$ cat src/sv/shte_pkg.sv
package shte_pkg;

    localparam int QueueDepth = 4;
    localparam logic [3:0] RetryLimitReset = 4'd8;
    localparam logic [7:0] LineResetHighReset = 8'd64;
    localparam logic [15:0] SelectSeq = 16'hE79E;
    localparam logic [7:0] RequestBase = 8'h81;
    localparam logic [1:0] RdbuffReg = 2'd3;

    localparam logic [1:0] OpTick = 2'd0;
    localparam logic [1:0] OpStart = 2'd1;
    localparam logic [1:0] OpLineReset = 2'd2;

    localparam logic [2:0] AckOk = 3'd1;
    localparam logic [2:0] AckWait = 3'd2;

    localparam logic [1:0] StatusOk = 2'd0;
    localparam logic [1:0] StatusWait = 2'd1;
    localparam logic [1:0] StatusBadAck = 2'd2;
    localparam logic [1:0] StatusParity = 2'd3;

    localparam logic CfgRetryLimit = 1'b0;
    localparam logic CfgLineResetHigh = 1'b1;

    typedef enum logic [1:0] {
        KIND_TICK,
        KIND_START,
        KIND_LINE_RESET
    } item_kind_t;

    typedef struct packed {
        item_kind_t  kind;
        logic        ap_select;
        logic        read_request;
        logic [1:0]  reg_index;
        logic [31:0] write_data;
        logic        swdio_sample;
    } item_t;

    typedef struct packed {
        logic        valid;
        logic        index;
        logic [7:0]  data;
    } cfg_write_t;

endpackage

$ cat src/sv/shte_front.sv
module shte_front
    import shte_pkg::*;
#(
    parameter int QUEUE_DEPTH = QueueDepth
) (
    input  logic        aclk,
    input  logic        aresetn,
    input  logic        s_tvalid,
    output logic        s_tready,
    input  logic [39:0] s_tdata,
    input  logic [1:0]  s_tuser,
    output logic        q_valid,
    input  logic        q_ready,
    output item_t       q_item
);

    localparam int PtrW = (QUEUE_DEPTH > 1) ? $clog2(QUEUE_DEPTH) : 1;
    localparam int CntW = $clog2(QUEUE_DEPTH + 1);
    localparam logic [PtrW-1:0] LastPtr = PtrW'(QUEUE_DEPTH - 1);
    localparam logic [CntW-1:0] FullCnt = CntW'(QUEUE_DEPTH);

    item_t          mem [QUEUE_DEPTH];
    logic [PtrW-1:0] wr_ptr_reg, wr_ptr_next;
    logic [PtrW-1:0] rd_ptr_reg, rd_ptr_next;
    logic [CntW-1:0] count_reg, count_next;
    item_t          push_item;
    logic           push, pop;

    // opcode three behaves as a tick
    always_comb begin
        push_item.ap_select    = s_tdata[0];
        push_item.read_request = s_tdata[1];
        push_item.reg_index    = s_tdata[3:2];
        push_item.write_data   = s_tdata[35:4];
        push_item.swdio_sample = s_tdata[36];
        unique case (s_tuser)
            OpStart:     push_item.kind = KIND_START;
            OpLineReset: push_item.kind = KIND_LINE_RESET;
            default:     push_item.kind = KIND_TICK;
        endcase
    end

    assign s_tready = (count_reg != FullCnt);
    assign q_valid  = (count_reg != '0);
    assign q_item   = mem[rd_ptr_reg];
    assign push     = s_tvalid && s_tready;
    assign pop      = q_valid && q_ready;

    always_comb begin
        wr_ptr_next = wr_ptr_reg;
        rd_ptr_next = rd_ptr_reg;
        count_next  = count_reg;
        if (push) begin
            wr_ptr_next = (wr_ptr_reg == LastPtr) ? '0 : wr_ptr_reg + PtrW'(1);
        end
        if (pop) begin
            rd_ptr_next = (rd_ptr_reg == LastPtr) ? '0 : rd_ptr_reg + PtrW'(1);
        end
        if (push && !pop) begin
            count_next = count_reg + CntW'(1);
        end else if (pop && !push) begin
            count_next = count_reg - CntW'(1);
        end
    end

    always_ff @(posedge aclk) begin
        if (push) begin
            mem[wr_ptr_reg] <= push_item;
        end
    end

    always_ff @(posedge aclk) begin
        if (!aresetn) begin
            wr_ptr_reg <= '0;
            rd_ptr_reg <= '0;
            count_reg  <= '0;
        end else begin
            wr_ptr_reg <= wr_ptr_next;
            rd_ptr_reg <= rd_ptr_next;
            count_reg  <= count_next;
        end
    end

endmodule

$ cat src/sv/shte_back.sv
module shte_back
    import shte_pkg::*;
(
    input  logic        aclk,
    input  logic        aresetn,
    input  cfg_write_t  cfg_wr,
    input  logic        q_valid,
    output logic        q_ready,
    input  item_t       q_item,
    output logic        m_tvalid,
    input  logic        m_tready,
    output logic [47:0] m_tdata
);

    typedef enum logic [3:0] {
        PH_IDLE, PH_REQ, PH_TURN_IN, PH_ACK, PH_RDATA, PH_RPAR, PH_TURN_RD,
        PH_TURN_WR, PH_WDATA, PH_WPAR, PH_FAULT_IDLE, PH_LR_HIGH1, PH_LR_SEQ,
        PH_LR_HIGH2, PH_LR_IDLE
    } phase_t;

    function automatic logic [7:0] request_byte(input logic ap, input logic rd,
                                                input logic [1:0] rg);
        logic p;
        p = ap ^ rd ^ rg[0] ^ rg[1];
        return RequestBase | {2'b00, p, rg[1], rg[0], rd, ap, 1'b0};
    endfunction

    phase_t      phase_reg, phase_next;
    logic [7:0]  cnt_reg, cnt_next;
    logic [31:0] shift_reg, shift_next;
    logic [31:0] held_reg, held_next;
    logic [3:0]  retry_reg, retry_next;
    logic        par_reg, par_next;
    logic        rdbuff_reg, rdbuff_next;
    logic        ap_reg, ap_next;
    logic        rd_reg, rd_next;
    logic [1:0]  rg_reg, rg_next;
    logic [2:0]  ack_reg, ack_next;
    logic        level_reg, level_next;
    logic        drive_reg, drive_next;
    logic [3:0]  retry_limit_reg;
    logic [7:0]  lr_high_reg;

    logic        m_tvalid_reg;
    logic        done_reg, done_next;
    logic [1:0]  status_reg, status_next;
    logic [31:0] rdata_reg, rdata_next;

    logic        step;
    logic        s;
    logic [7:0]  req;
    logic [8:0]  high_count;
    logic [2:0]  ack_tmp;

    assign q_ready = !m_tvalid_reg || m_tready;
    assign step    = q_valid && q_ready;
    assign s       = q_item.swdio_sample;
    assign req     = request_byte(ap_reg, rd_reg, rg_reg);
    assign high_count = (lr_high_reg == '0) ? 9'd1 : {1'b0, lr_high_reg};

    always_comb begin
        phase_next  = phase_reg;
        cnt_next    = cnt_reg;
        shift_next  = shift_reg;
        held_next   = held_reg;
        retry_next  = retry_reg;
        par_next    = par_reg;
        rdbuff_next = rdbuff_reg;
        ap_next     = ap_reg;
        rd_next     = rd_reg;
        rg_next     = rg_reg;
        ack_next    = ack_reg;
        level_next  = level_reg;
        drive_next  = drive_reg;
        done_next   = 1'b0;
        status_next = StatusOk;
        rdata_next  = '0;
        ack_tmp     = ack_reg | (3'(s) << cnt_reg[1:0]);

        if (phase_reg == PH_IDLE && q_item.kind == KIND_START) begin
            ap_next     = q_item.ap_select;
            rd_next     = q_item.read_request;
            rg_next     = q_item.reg_index;
            held_next   = q_item.write_data;
            shift_next  = '0;
            par_next    = 1'b0;
            rdbuff_next = 1'b0;
            retry_next  = '0;
            phase_next  = PH_REQ;
            cnt_next    = '0;
            drive_next  = 1'b1;
            level_next  = 1'b1;
        end else if (phase_reg == PH_IDLE && q_item.kind == KIND_LINE_RESET) begin
            phase_next = PH_LR_HIGH1;
            cnt_next   = '0;
            drive_next = 1'b1;
            level_next = 1'b1;
        end else if (phase_reg != PH_IDLE) begin
            unique case (phase_reg)
                PH_REQ: begin
                    if (cnt_reg < 8'd7) begin
                        cnt_next   = cnt_reg + 8'd1;
                        drive_next = 1'b1;
                        level_next = req[cnt_reg[2:0] + 3'd1];
                    end else begin
                        ack_next   = '0;
                        phase_next = PH_TURN_IN;
                        cnt_next   = '0;
                        drive_next = 1'b0;
                    end
                end
                PH_TURN_IN: begin
                    phase_next = PH_ACK;
                    cnt_next   = '0;
                    drive_next = 1'b0;
                end
                PH_ACK: begin
                    ack_next = ack_tmp;
                    cnt_next = '0;
                    if (cnt_reg < 8'd2) begin
                        cnt_next   = cnt_reg + 8'd1;
                        drive_next = 1'b0;
                    end else if (ack_tmp == AckOk) begin
                        drive_next = 1'b0;
                        if (rd_reg) begin
                            shift_next = '0;
                            par_next   = 1'b0;
                            phase_next = PH_RDATA;
                        end else begin
                            phase_next = PH_TURN_WR;
                            level_next = held_reg[0];
                        end
                    end else begin
                        phase_next = PH_FAULT_IDLE;
                        drive_next = 1'b1;
                        level_next = 1'b0;
                    end
                end
                PH_RDATA: begin
                    shift_next[cnt_reg[4:0]] = shift_reg[cnt_reg[4:0]] | s;
                    par_next   = par_reg ^ s;
                    drive_next = 1'b0;
                    if (cnt_reg < 8'd31) begin
                        cnt_next = cnt_reg + 8'd1;
                    end else begin
                        phase_next = PH_RPAR;
                        cnt_next   = '0;
                    end
                end
                PH_RPAR: begin
                    par_next   = par_reg ^ s;
                    phase_next = PH_TURN_RD;
                    cnt_next   = '0;
                    drive_next = 1'b0;
                end
                PH_TURN_RD: begin
                    drive_next = 1'b1;
                    level_next = 1'b1;
                    cnt_next   = '0;
                    if (par_reg) begin
                        phase_next  = PH_IDLE;
                        done_next   = 1'b1;
                        status_next = StatusParity;
                    end else if (ap_reg && !rdbuff_reg) begin
                        ap_next     = 1'b0;
                        rd_next     = 1'b1;
                        rg_next     = RdbuffReg;
                        rdbuff_next = 1'b1;
                        retry_next  = '0;
                        phase_next  = PH_REQ;
                    end else begin
                        phase_next  = PH_IDLE;
                        done_next   = 1'b1;
                        status_next = StatusOk;
                        rdata_next  = rd_reg ? shift_reg : '0;
                    end
                end
                PH_TURN_WR: begin
                    phase_next = PH_WDATA;
                    cnt_next   = '0;
                    drive_next = 1'b1;
                    level_next = held_reg[0];
                end
                PH_WDATA: begin
                    drive_next = 1'b1;
                    if (cnt_reg < 8'd31) begin
                        cnt_next   = cnt_reg + 8'd1;
                        level_next = held_reg[cnt_reg[4:0] + 5'd1];
                    end else begin
                        phase_next = PH_WPAR;
                        cnt_next   = '0;
                        level_next = ^held_reg;
                    end
                end
                PH_WPAR: begin
                    phase_next  = PH_IDLE;
                    cnt_next    = '0;
                    done_next   = 1'b1;
                    status_next = StatusOk;
                    rdata_next  = rd_reg ? shift_reg : '0;
                end
                PH_FAULT_IDLE: begin
                    if (cnt_reg < 8'd7) begin
                        cnt_next   = cnt_reg + 8'd1;
                        drive_next = 1'b1;
                        level_next = 1'b0;
                    end else if (ack_reg == AckWait && !ap_reg &&
                                 ({1'b0, retry_reg} + 5'd1) < {1'b0, retry_limit_reg}) begin
                        retry_next = retry_reg + 4'd1;
                        phase_next = PH_REQ;
                        cnt_next   = '0;
                        drive_next = 1'b1;
                        level_next = 1'b1;
                    end else begin
                        phase_next  = PH_IDLE;
                        cnt_next    = '0;
                        done_next   = 1'b1;
                        status_next = (ack_reg == AckWait) ? StatusWait : StatusBadAck;
                    end
                end
                PH_LR_HIGH1, PH_LR_HIGH2: begin
                    drive_next = 1'b1;
                    if (({1'b0, cnt_reg} + 9'd1) < high_count) begin
                        cnt_next   = cnt_reg + 8'd1;
                        level_next = 1'b1;
                    end else begin
                        cnt_next = '0;
                        if (phase_reg == PH_LR_HIGH1) begin
                            phase_next = PH_LR_SEQ;
                            level_next = SelectSeq[0];
                        end else begin
                            phase_next = PH_LR_IDLE;
                            level_next = 1'b0;
                        end
                    end
                end
                PH_LR_SEQ: begin
                    drive_next = 1'b1;
                    if (cnt_reg < 8'd15) begin
                        cnt_next   = cnt_reg + 8'd1;
                        level_next = SelectSeq[cnt_reg[3:0] + 4'd1];
                    end else begin
                        phase_next = PH_LR_HIGH2;
                        cnt_next   = '0;
                        level_next = 1'b1;
                    end
                end
                PH_LR_IDLE: begin
                    drive_next = 1'b1;
                    level_next = 1'b0;
                    if (cnt_reg < 8'd7) begin
                        cnt_next = cnt_reg + 8'd1;
                    end else begin
                        phase_next = PH_IDLE;
                        cnt_next   = '0;
                    end
                end
                default: begin
                    phase_next = PH_IDLE;
                    cnt_next   = '0;
                end
            endcase
        end
    end

    always_ff @(posedge aclk) begin
        if (!aresetn) begin
            phase_reg       <= PH_IDLE;
            cnt_reg         <= '0;
            shift_reg       <= '0;
            held_reg        <= '0;
            retry_reg       <= '0;
            par_reg         <= 1'b0;
            rdbuff_reg      <= 1'b0;
            ap_reg          <= 1'b0;
            rd_reg          <= 1'b0;
            rg_reg          <= '0;
            ack_reg         <= '0;
            level_reg       <= 1'b1;
            drive_reg       <= 1'b1;
            retry_limit_reg <= RetryLimitReset;
            lr_high_reg     <= LineResetHighReset;
            m_tvalid_reg    <= 1'b0;
            done_reg        <= 1'b0;
            status_reg      <= StatusOk;
            rdata_reg       <= '0;
        end else begin
            if (cfg_wr.valid && cfg_wr.index == CfgRetryLimit) begin
                retry_limit_reg <= cfg_wr.data[3:0];
            end
            if (cfg_wr.valid && cfg_wr.index == CfgLineResetHigh) begin
                lr_high_reg <= cfg_wr.data;
            end
            if (q_ready) begin
                m_tvalid_reg <= q_valid;
            end
            if (step) begin
                phase_reg  <= phase_next;
                cnt_reg    <= cnt_next;
                shift_reg  <= shift_next;
                held_reg   <= held_next;
                retry_reg  <= retry_next;
                par_reg    <= par_next;
                rdbuff_reg <= rdbuff_next;
                ap_reg     <= ap_next;
                rd_reg     <= rd_next;
                rg_reg     <= rg_next;
                ack_reg    <= ack_next;
                level_reg  <= level_next;
                drive_reg  <= drive_next;
                done_reg   <= done_next;
                status_reg <= status_next;
                rdata_reg  <= rdata_next;
            end
        end
    end

    assign m_tvalid = m_tvalid_reg;
    assign m_tdata  = {6'd0, status_reg, rdata_reg, ack_reg, done_reg,
                       phase_reg != PH_IDLE, phase_reg != PH_IDLE, drive_reg, level_reg};

`ifndef ASSERT_OFF
    a_released_in_target_phases: assert property (@(posedge aclk) disable iff (!aresetn)
        (phase_reg == PH_ACK || phase_reg == PH_RDATA || phase_reg == PH_RPAR)
        |-> !drive_reg)
        else $error("host drives swdio while target owns the line");

    a_done_only_when_idle: assert property (@(posedge aclk) disable iff (!aresetn)
        (m_tvalid_reg && done_reg) |-> (phase_reg == PH_IDLE))
        else $error("access reported done while still busy");

    a_rdbuff_is_dp: assert property (@(posedge aclk) disable iff (!aresetn)
        rdbuff_reg |-> (!ap_reg && rd_reg && rg_reg == RdbuffReg))
        else $error("rdbuff read not a dp read of rdbuff");

    a_state_holds_on_stall: assert property (@(posedge aclk) disable iff (!aresetn)
        (m_tvalid_reg && !m_tready) |=> $stable(phase_reg) && $stable(cnt_reg))
        else $error("engine advanced while result word was stalled");
`endif

endmodule

$ cat src/sv/swd_host_transfer_engine.sv
// SWD host transfer engine: each input word is one SWD bit cycle (tuser opcode 0 tick with
// the sampled SWDIO bit, 1 start access, 2 line reset and select SWD) and each yields exactly
// one result word telling what to drive and whether to clock SWCLK next cycle; an access
// acknowledged OK runs request, turnaround, ack, data and parity words, a non-OK ack runs
// idle words in place of the data phase, each WAIT retry of a DP access repeats the attempt
// and an AP read adds an RDBUFF read; a line reset holds the line high for the high count,
// sends the select sequence, holds it high again, then idle words. Words pass the input queue
// and the result register; one word is accepted and one result produced per clock while the
// output is not stalled, limited by the single-cycle sequencer step. Configuration writes (index 0
// WAIT retry limit, index 1 line-reset high count) must go in while idle; the block does not enforce it.
module swd_host_transfer_engine
    import shte_pkg::*;
#(
    parameter int QUEUE_DEPTH = QueueDepth
) (
    input  logic        aclk,
    input  logic        aresetn,
    input  logic        s_tvalid,
    output logic        s_tready,
    input  logic [39:0] s_tdata,   // ap_select, read_request, reg_index[1:0], write_data[31:0],
                                   // swdio_sample, zero pad
    input  logic [1:0]  s_tuser,   // opcode
    output logic        m_tvalid,
    input  logic        m_tready,
    output logic [47:0] m_tdata,   // swdio_out, swdio_drive, clock_pulse, busy_res, done_res,
                                   // ack_code[2:0], read_data[31:0], status[1:0], zero pad
    input  logic        cfg_valid,
    output logic        cfg_ready,
    input  logic        cfg_index,
    input  logic [7:0]  cfg_data
);

    logic       q_valid;
    logic       q_ready;
    item_t      q_item;
    cfg_write_t cfg_wr;

    assign cfg_ready    = 1'b1;
    assign cfg_wr.valid = cfg_valid && cfg_ready;
    assign cfg_wr.index = cfg_index;
    assign cfg_wr.data  = cfg_data;

    shte_front #(
        .QUEUE_DEPTH(QUEUE_DEPTH)
    ) u_front (
        .aclk     (aclk),
        .aresetn  (aresetn),
        .s_tvalid (s_tvalid),
        .s_tready (s_tready),
        .s_tdata  (s_tdata),
        .s_tuser  (s_tuser),
        .q_valid  (q_valid),
        .q_ready  (q_ready),
        .q_item   (q_item)
    );

    shte_back u_back (
        .aclk     (aclk),
        .aresetn  (aresetn),
        .cfg_wr   (cfg_wr),
        .q_valid  (q_valid),
        .q_ready  (q_ready),
        .q_item   (q_item),
        .m_tvalid (m_tvalid),
        .m_tready (m_tready),
        .m_tdata  (m_tdata)
    );

endmodule

$ cat config.mk
export PLATFORM = sky130hd
export DESIGN_NAME = swd_host_transfer_engine
export DESIGN_NICKNAME = d
export VERILOG_FILES = /design/src/sv/shte_pkg.sv /design/src/sv/shte_front.sv /design/src/sv/shte_back.sv /design/src/sv/swd_host_transfer_engine.sv
export SDC_FILE = /design/constraint.sdc
export NUM_CORES = 1
export LEC_CHECK = 0
export ABC_AREA = 1
export BUFFER_PORTS_ARGS = -buffer_cell sky130_fd_sc_hd__buf_4
export CELL_PAD_IN_SITES_DETAIL_PLACEMENT = 0
export CELL_PAD_IN_SITES_GLOBAL_PLACEMENT = 2
export CORE_MARGIN = 5
export CORE_UTILIZATION = 41
export CTS_BUF_LIST = sky130_fd_sc_hd__clkbuf_4
export CTS_CLUSTER_SIZE = 16
export DETAILED_ROUTE_END_ITERATION = 6
export HOLD_SLACK_MARGIN = 0.02
export PLACE_DENSITY_LB_ADDON = 0.25
export RECOVER_POWER = 50
export SLEW_MARGIN = 20
export SYNTH_ARGS = -nofsm -noshare
export SYNTH_HDL_FRONTEND = slang
export SYNTH_SLANG_ARGS = --single-unit
export TNS_END_PERCENT = 50
$ cat constraint.sdc
create_clock -name aclk -period 8.1 [get_ports aclk]
set_clock_uncertainty 0.2 [all_clocks]
set_input_delay 1.62 -clock aclk [delete_from_list [all_inputs] [get_ports aclk]]
set_output_delay 1.62 -clock aclk [all_outputs]
set_load 0.05 [all_outputs]
## Word level (Yosys, flattened, before mapping)

Memory sizes are Yosys's and may differ from the RTL's. A register that Yosys moved wholly into a read port is not among the register bits.
Cells that the tools add are included.
Widths: inputs -> output; s select.

| operators by class | value |
|---|---|
| add/subtract/negate cells | 11 |
| bitwise gates (word level) | 9 |
| equal/unequal tests | 44 |
| shift-type cells | 1 |
| mux-type cells | 134 |
| magnitude comparators | 11 |
| reductions and logical operators | 50 |

Operator list:

| cell | count |
|---|---|
| $mux 32 | 12 |
| $pmux 32 s2 | 2 |
| $mux 4 | 20 |
| $mux 8 | 9 |
| $mux 1 | 54 |
| $pmux 4 s12 | 1 |
| $pmux 8 s5 | 1 |
| $mux 2 | 19 |
| $bwmux 32 | 1 |
| $ne 4x2->1 const B | 8 |
| $reduce_xor 32->1 | 1 |
| $eq 4x4->1 const B | 7 |
| $reduce_and 7->1 | 3 |
| $eq 4x3->1 const B | 4 |
| $reduce_bool 3->1 | 5 |
| $logic_and 1x1->1 | 12 |
| $lt 5x6->1 const B | 2 |
| $ne 3x1->1 const B | 4 |
| $reduce_and 6->1 | 2 |
| $reduce_bool 11->1 | 1 |
| $bmux 1 s5 | 2 |
| $reduce_and 10->1 | 1 |
| $reduce_bool 2->1 | 5 |
| $add 8x1->9 const B | 1 |
| other kinds (56) | 83 |

| storage, ports and cells | value |
|---|---|
| flip-flop bits (word level) | 146 |
| memories kept | 2 |
| input bits | 56 |
| ROM bits | 16 |
| memory bits (writable) | 156 |

Memories:

| name | words | width | rd ports | clocked after memory_dff | write ports | RTL line | RTL |
|---|---|---|---|---|---|---|---|
| u_front.mem | 4 | 39 | 1 | 1 | 1 | shte_front.sv:22 | `item_t mem [QUEUE_DEPTH];` |
| (no name shown) | 16 | 1 | 1 | 0 | 0 | shte_back.sv:241 | `level_next = SelectSeq[cnt_reg[3:0] + 4'd1];` |

## Depth between registers and ports, before layout

| logic depth | value |
|---|---|
| word-level depth | 10 |
| depth in mapped cells | 18 |

## Hierarchy

From an unflattened synthesis, not the netlist that was laid out.

| second synthesis, totals | value |
|---|---|
| cells, all modules | 1731 |
| area total of the unflattened synthesis | 14307.5 um^2 |

By module, submodules not included:

| module | area each (um^2) | cells an instance | instances |
|---|---|---|---|
| shte_back | 8003.9 | 1277 | 1 |
| shte_front | 6292.3 | 452 | 1 |
| swd_host_transfer_engine | 11.3 | 2 | 1 |

## Worst setup path after synthesis

Ideal clock, no wire load.

| timing | value |
|---|---|
| path kind | in2reg |
| from | in s_tvalid |
| to | mem u_front.mem[0][0] (netlist bit) (enable) |
| cell stages on the path | 2 |
| arrival | 3472 ps |
| path buffers | 0 |
| slack | 3992 ps |
| required time | 7464 ps |
| cells stage by stage | nand2_1 -> nor2_1 |

| on the way | value |
|---|---|
| longest elaborated chain between the ends | 3 |

Ends and longest elaborated chain:

| item | RTL line | RTL |
|---|---|---|
| from (decl) | swd_host_transfer_engine.sv:18 | `input logic s_tvalid,` |
| $logic_and 1x1->1 | shte_front.sv:46 | `assign push = s_tvalid && s_tready;` |
| $mux 1 | shte_front.sv:67 | `if (push) begin` |
| $mux 1 (not written as such) | shte_front.sv:68 | `mem[wr_ptr_reg] <= push_item;` |
| to (decl) | shte_front.sv:22 |  |

No other way between the ends.

==> results.toml <==
[run_status]
outcome = "finished, violations left"
violations = "capacitance limit, slew limit"

[power_and_ir_drop]
total_power_mw = 5.09
power_leakage_nw = 6.47
powerDensity_mw_per_mm2 = 306
peakVddDrop_uv = 182

[timing]
timing.final.crit_period_ns = 4.31
layout_setup_ws_ns = 3.79
hold_viol = 0
slew_headroom = -1.03
whs_ns = 0.262
setup_viol_count_final = 0
rsz0062_at_grt = "false"
fin_setup_tns_ns = 0
clock.fmax_mhz = 232
post-route-period-util = 0.533
tightest_slew_ns = 3.04
drv_slew = 181

[synth]
postSynthAreaPerCell_um2 = 8.17
synth_edf_count = 156
synthTopCellsByArea = "edfxtp_1, dfxtp_1, nand2_1"
synth_top_area_frac = 0.317
synth-async-reset-ratio = 0
synth_most_common_cell = "nand2_1"
synth_cells = 1809
yosys-top-cells-count = "nand2_1, nor2_1, o21ai_0"
yosys_register_bits = 304
synth_area_leader_cell = "edfxtp_1"
ys_seq_area_frac = 0.518
synth_cell_types = 53
syn_area_mm2 = 0.0148
yosys_warnings = 0
ys.flop_type = "edfxtp_1"

[clock_network]
cts.path.max_buffers = 3
cts_setup_buffers = 0
cts_hold_buf = 0
cts_tree = "yes"
cts-root-buf = "clkbuf_4"
clkTransAtPathRegs_ns = 0.06
insertion_delay_ns = 0.77
cts_htree_levels = 3
cts_buffers = 84
cts_sinks = 304
post_cts_resized = 0

[detailed_routing]
via_per_inst = 4.98
wl_per_cell_um = 15.9
routed_wl_um = 38800
drc = 0
antenna_left = 0
dr.pass1.iters = 5
vias = 12125
drt_iter0_markers = 774

[floorplanning]
die_area_mm2 = 0.0399
ios = 107
core_area_mm2 = 0.0356
rows = 69
die_w_um = 200
die_h_um = 200
start_util = 0.415

[placed_design]
gp_congestion = 0.871
io_buffers = 96
place_ws_ns = 3.82
dp.cells = 2286
hpwlAfterDp_um = 23800

[critical_path]
crit_slowest_cell = "inv_2"
crit_buf_inv = 4
critPathTopFamily = "buffers and inverters"
max_stage_delay_ns = 0.71
critPathCaptureType = "register"
arrival_ns = 4.79
cp.required_ns = 8.58
crit_top_cell = "nand2_1"
worstSetupPathType = "register to register"
crit_chain = "buf_4, inv_4, nand2_1, nand3_1, nand2_2, inv_2, nand3_2, nand2_2, nor2_4, nand2_2, nand2_4, nand3_4, inv_2, nand2_1, nand2_1, nand2_1, nor2_1"
cp-start-kind = "register"
critical_path.max_fanout = 80

[cells_and_area]
top_register = "u_front.mem"
finalNonFillerCells = 2436
layout-drive-gt1-share = 0.141
syn_to_final_growth_pct = 12.6
largest_reg_flops = 156
fillers = 3560
nets = 1990

[grt]
track_usage = 0.195
grt_pass1_vias = 11426
grt_pass1_wl_um = 61400
antenna_found_initial = 2
gr-total-overflow = 0
grt_max_degree = 88

[job]
cap_viol_max_count = 4

[worst_hold_path]
hp-class = "register to register"
==> power breakdown <==
part | leakage, nW | switching, mW | total, mW | internal [mW]
clock network | 0.624 | 0.661 | 1.38 | 0.714
registers | 2.63 | 0.124 | 1.93 | 1.81
logic | 3.21 | 1.26 | 1.78 | 0.522
==> worst min-delay path: cells and delay by family (launching register included) <==
kind | cells | cell delay [ns]
flip-flops | 1 | 0.30
AND/OR/NAND/NOR | 1 | 0.06
AO/OA/AOI/OAI | 1 | 0.05
==> metal layers <==
metal | wire, um | GRT usage
met5 | 0 | 0
met4 | 773 | 0.0621
met3 | 1610 | 0.0393
met2 | 19100 | 0.336
met1 | 17300 | 0.248
==> layout make-up <==
cell class	instances	area (um^2)	area share
Antenna cell	2	5.00	0.000301
Clock buffer	112	841	0.0505
Clock inverter	36	216	0.0130
Inverter	145	549	0.0330
Multi-Input combinational cell	1266	6130	0.368
Sequential cell	304	7650	0.460
Tap cell	461	577	0.0347
Timing Repair Buffer	110	668	0.0402
==> metrics by stage <==
| stage | utilization | area [um^2] |
|---|---|---|
| 3_3_place_gp | 0.442 | 15700 |
| 3_5_place_dp | 0.442 | 15700 |
| 2_1_floorplan | - | 14800 |
| 6_report | 0.468 | 16600 |
| 5_1_grt | 0.468 | 16600 |
| 4_1_cts | 0.472 | 16800 |
==> path summary, 6_finish.rpt <==
| check | startpoint | endpoint | slack [ns] | depth (start not counted) |
|---|---|---|---|---|
| hold / removal | u_back.rdata_reg[15] | u_back.rdata_reg[15] | 0.26 | 2 |
| setup / recovery | register | u_back.shift_reg[30] | 3.79 | 17 |
| setup reg to reg | register | u_back.shift_reg[30] | 3.79 | 17 |
| hold reg to reg | u_back.rdata_reg[15] | u_back.rdata_reg[15] | 0.26 | 2 |
==> cell families after synthesis <==
kind of cell / after synthesis / synth area share
adder cells (fa/ha/maj): 23 / 0.0200
other: 2 / 0.000508
flip-flops: 304 / 0.518
AO/OA/AOI/OAI: 408 / 0.150
AND/OR/NAND/NOR: 814 / 0.232
buffers and inverters: 244 / 0.0715
XOR/XNOR: 14 / 0.00830
==> cell usage in the layout (no fill, tap or decap), types with 8 or more instances in the layout <==
master	netlist	final
buf_4	15	67
clkbuf_1	51	42
nand2_1	438	437
inv_1	128	128
o21ai_0	195	195
clkbuf_4	0	113
nand3_1	56	56
clkinv_1	1	23
a31oi_1	35	35
edfxtp_1	156	156
dfxtp_1	148	146
nor2_1	251	247
nor2_2	9	8
a21oi_1	133	133
nor2_4	6	11
inv_2	14	15
xor2_1	9	9
ha_1	22	22
nand2_2	16	17
nand4_1	9	9
a21oi_2	11	11
No activity file was read; power rests on OpenSTA's default activity.
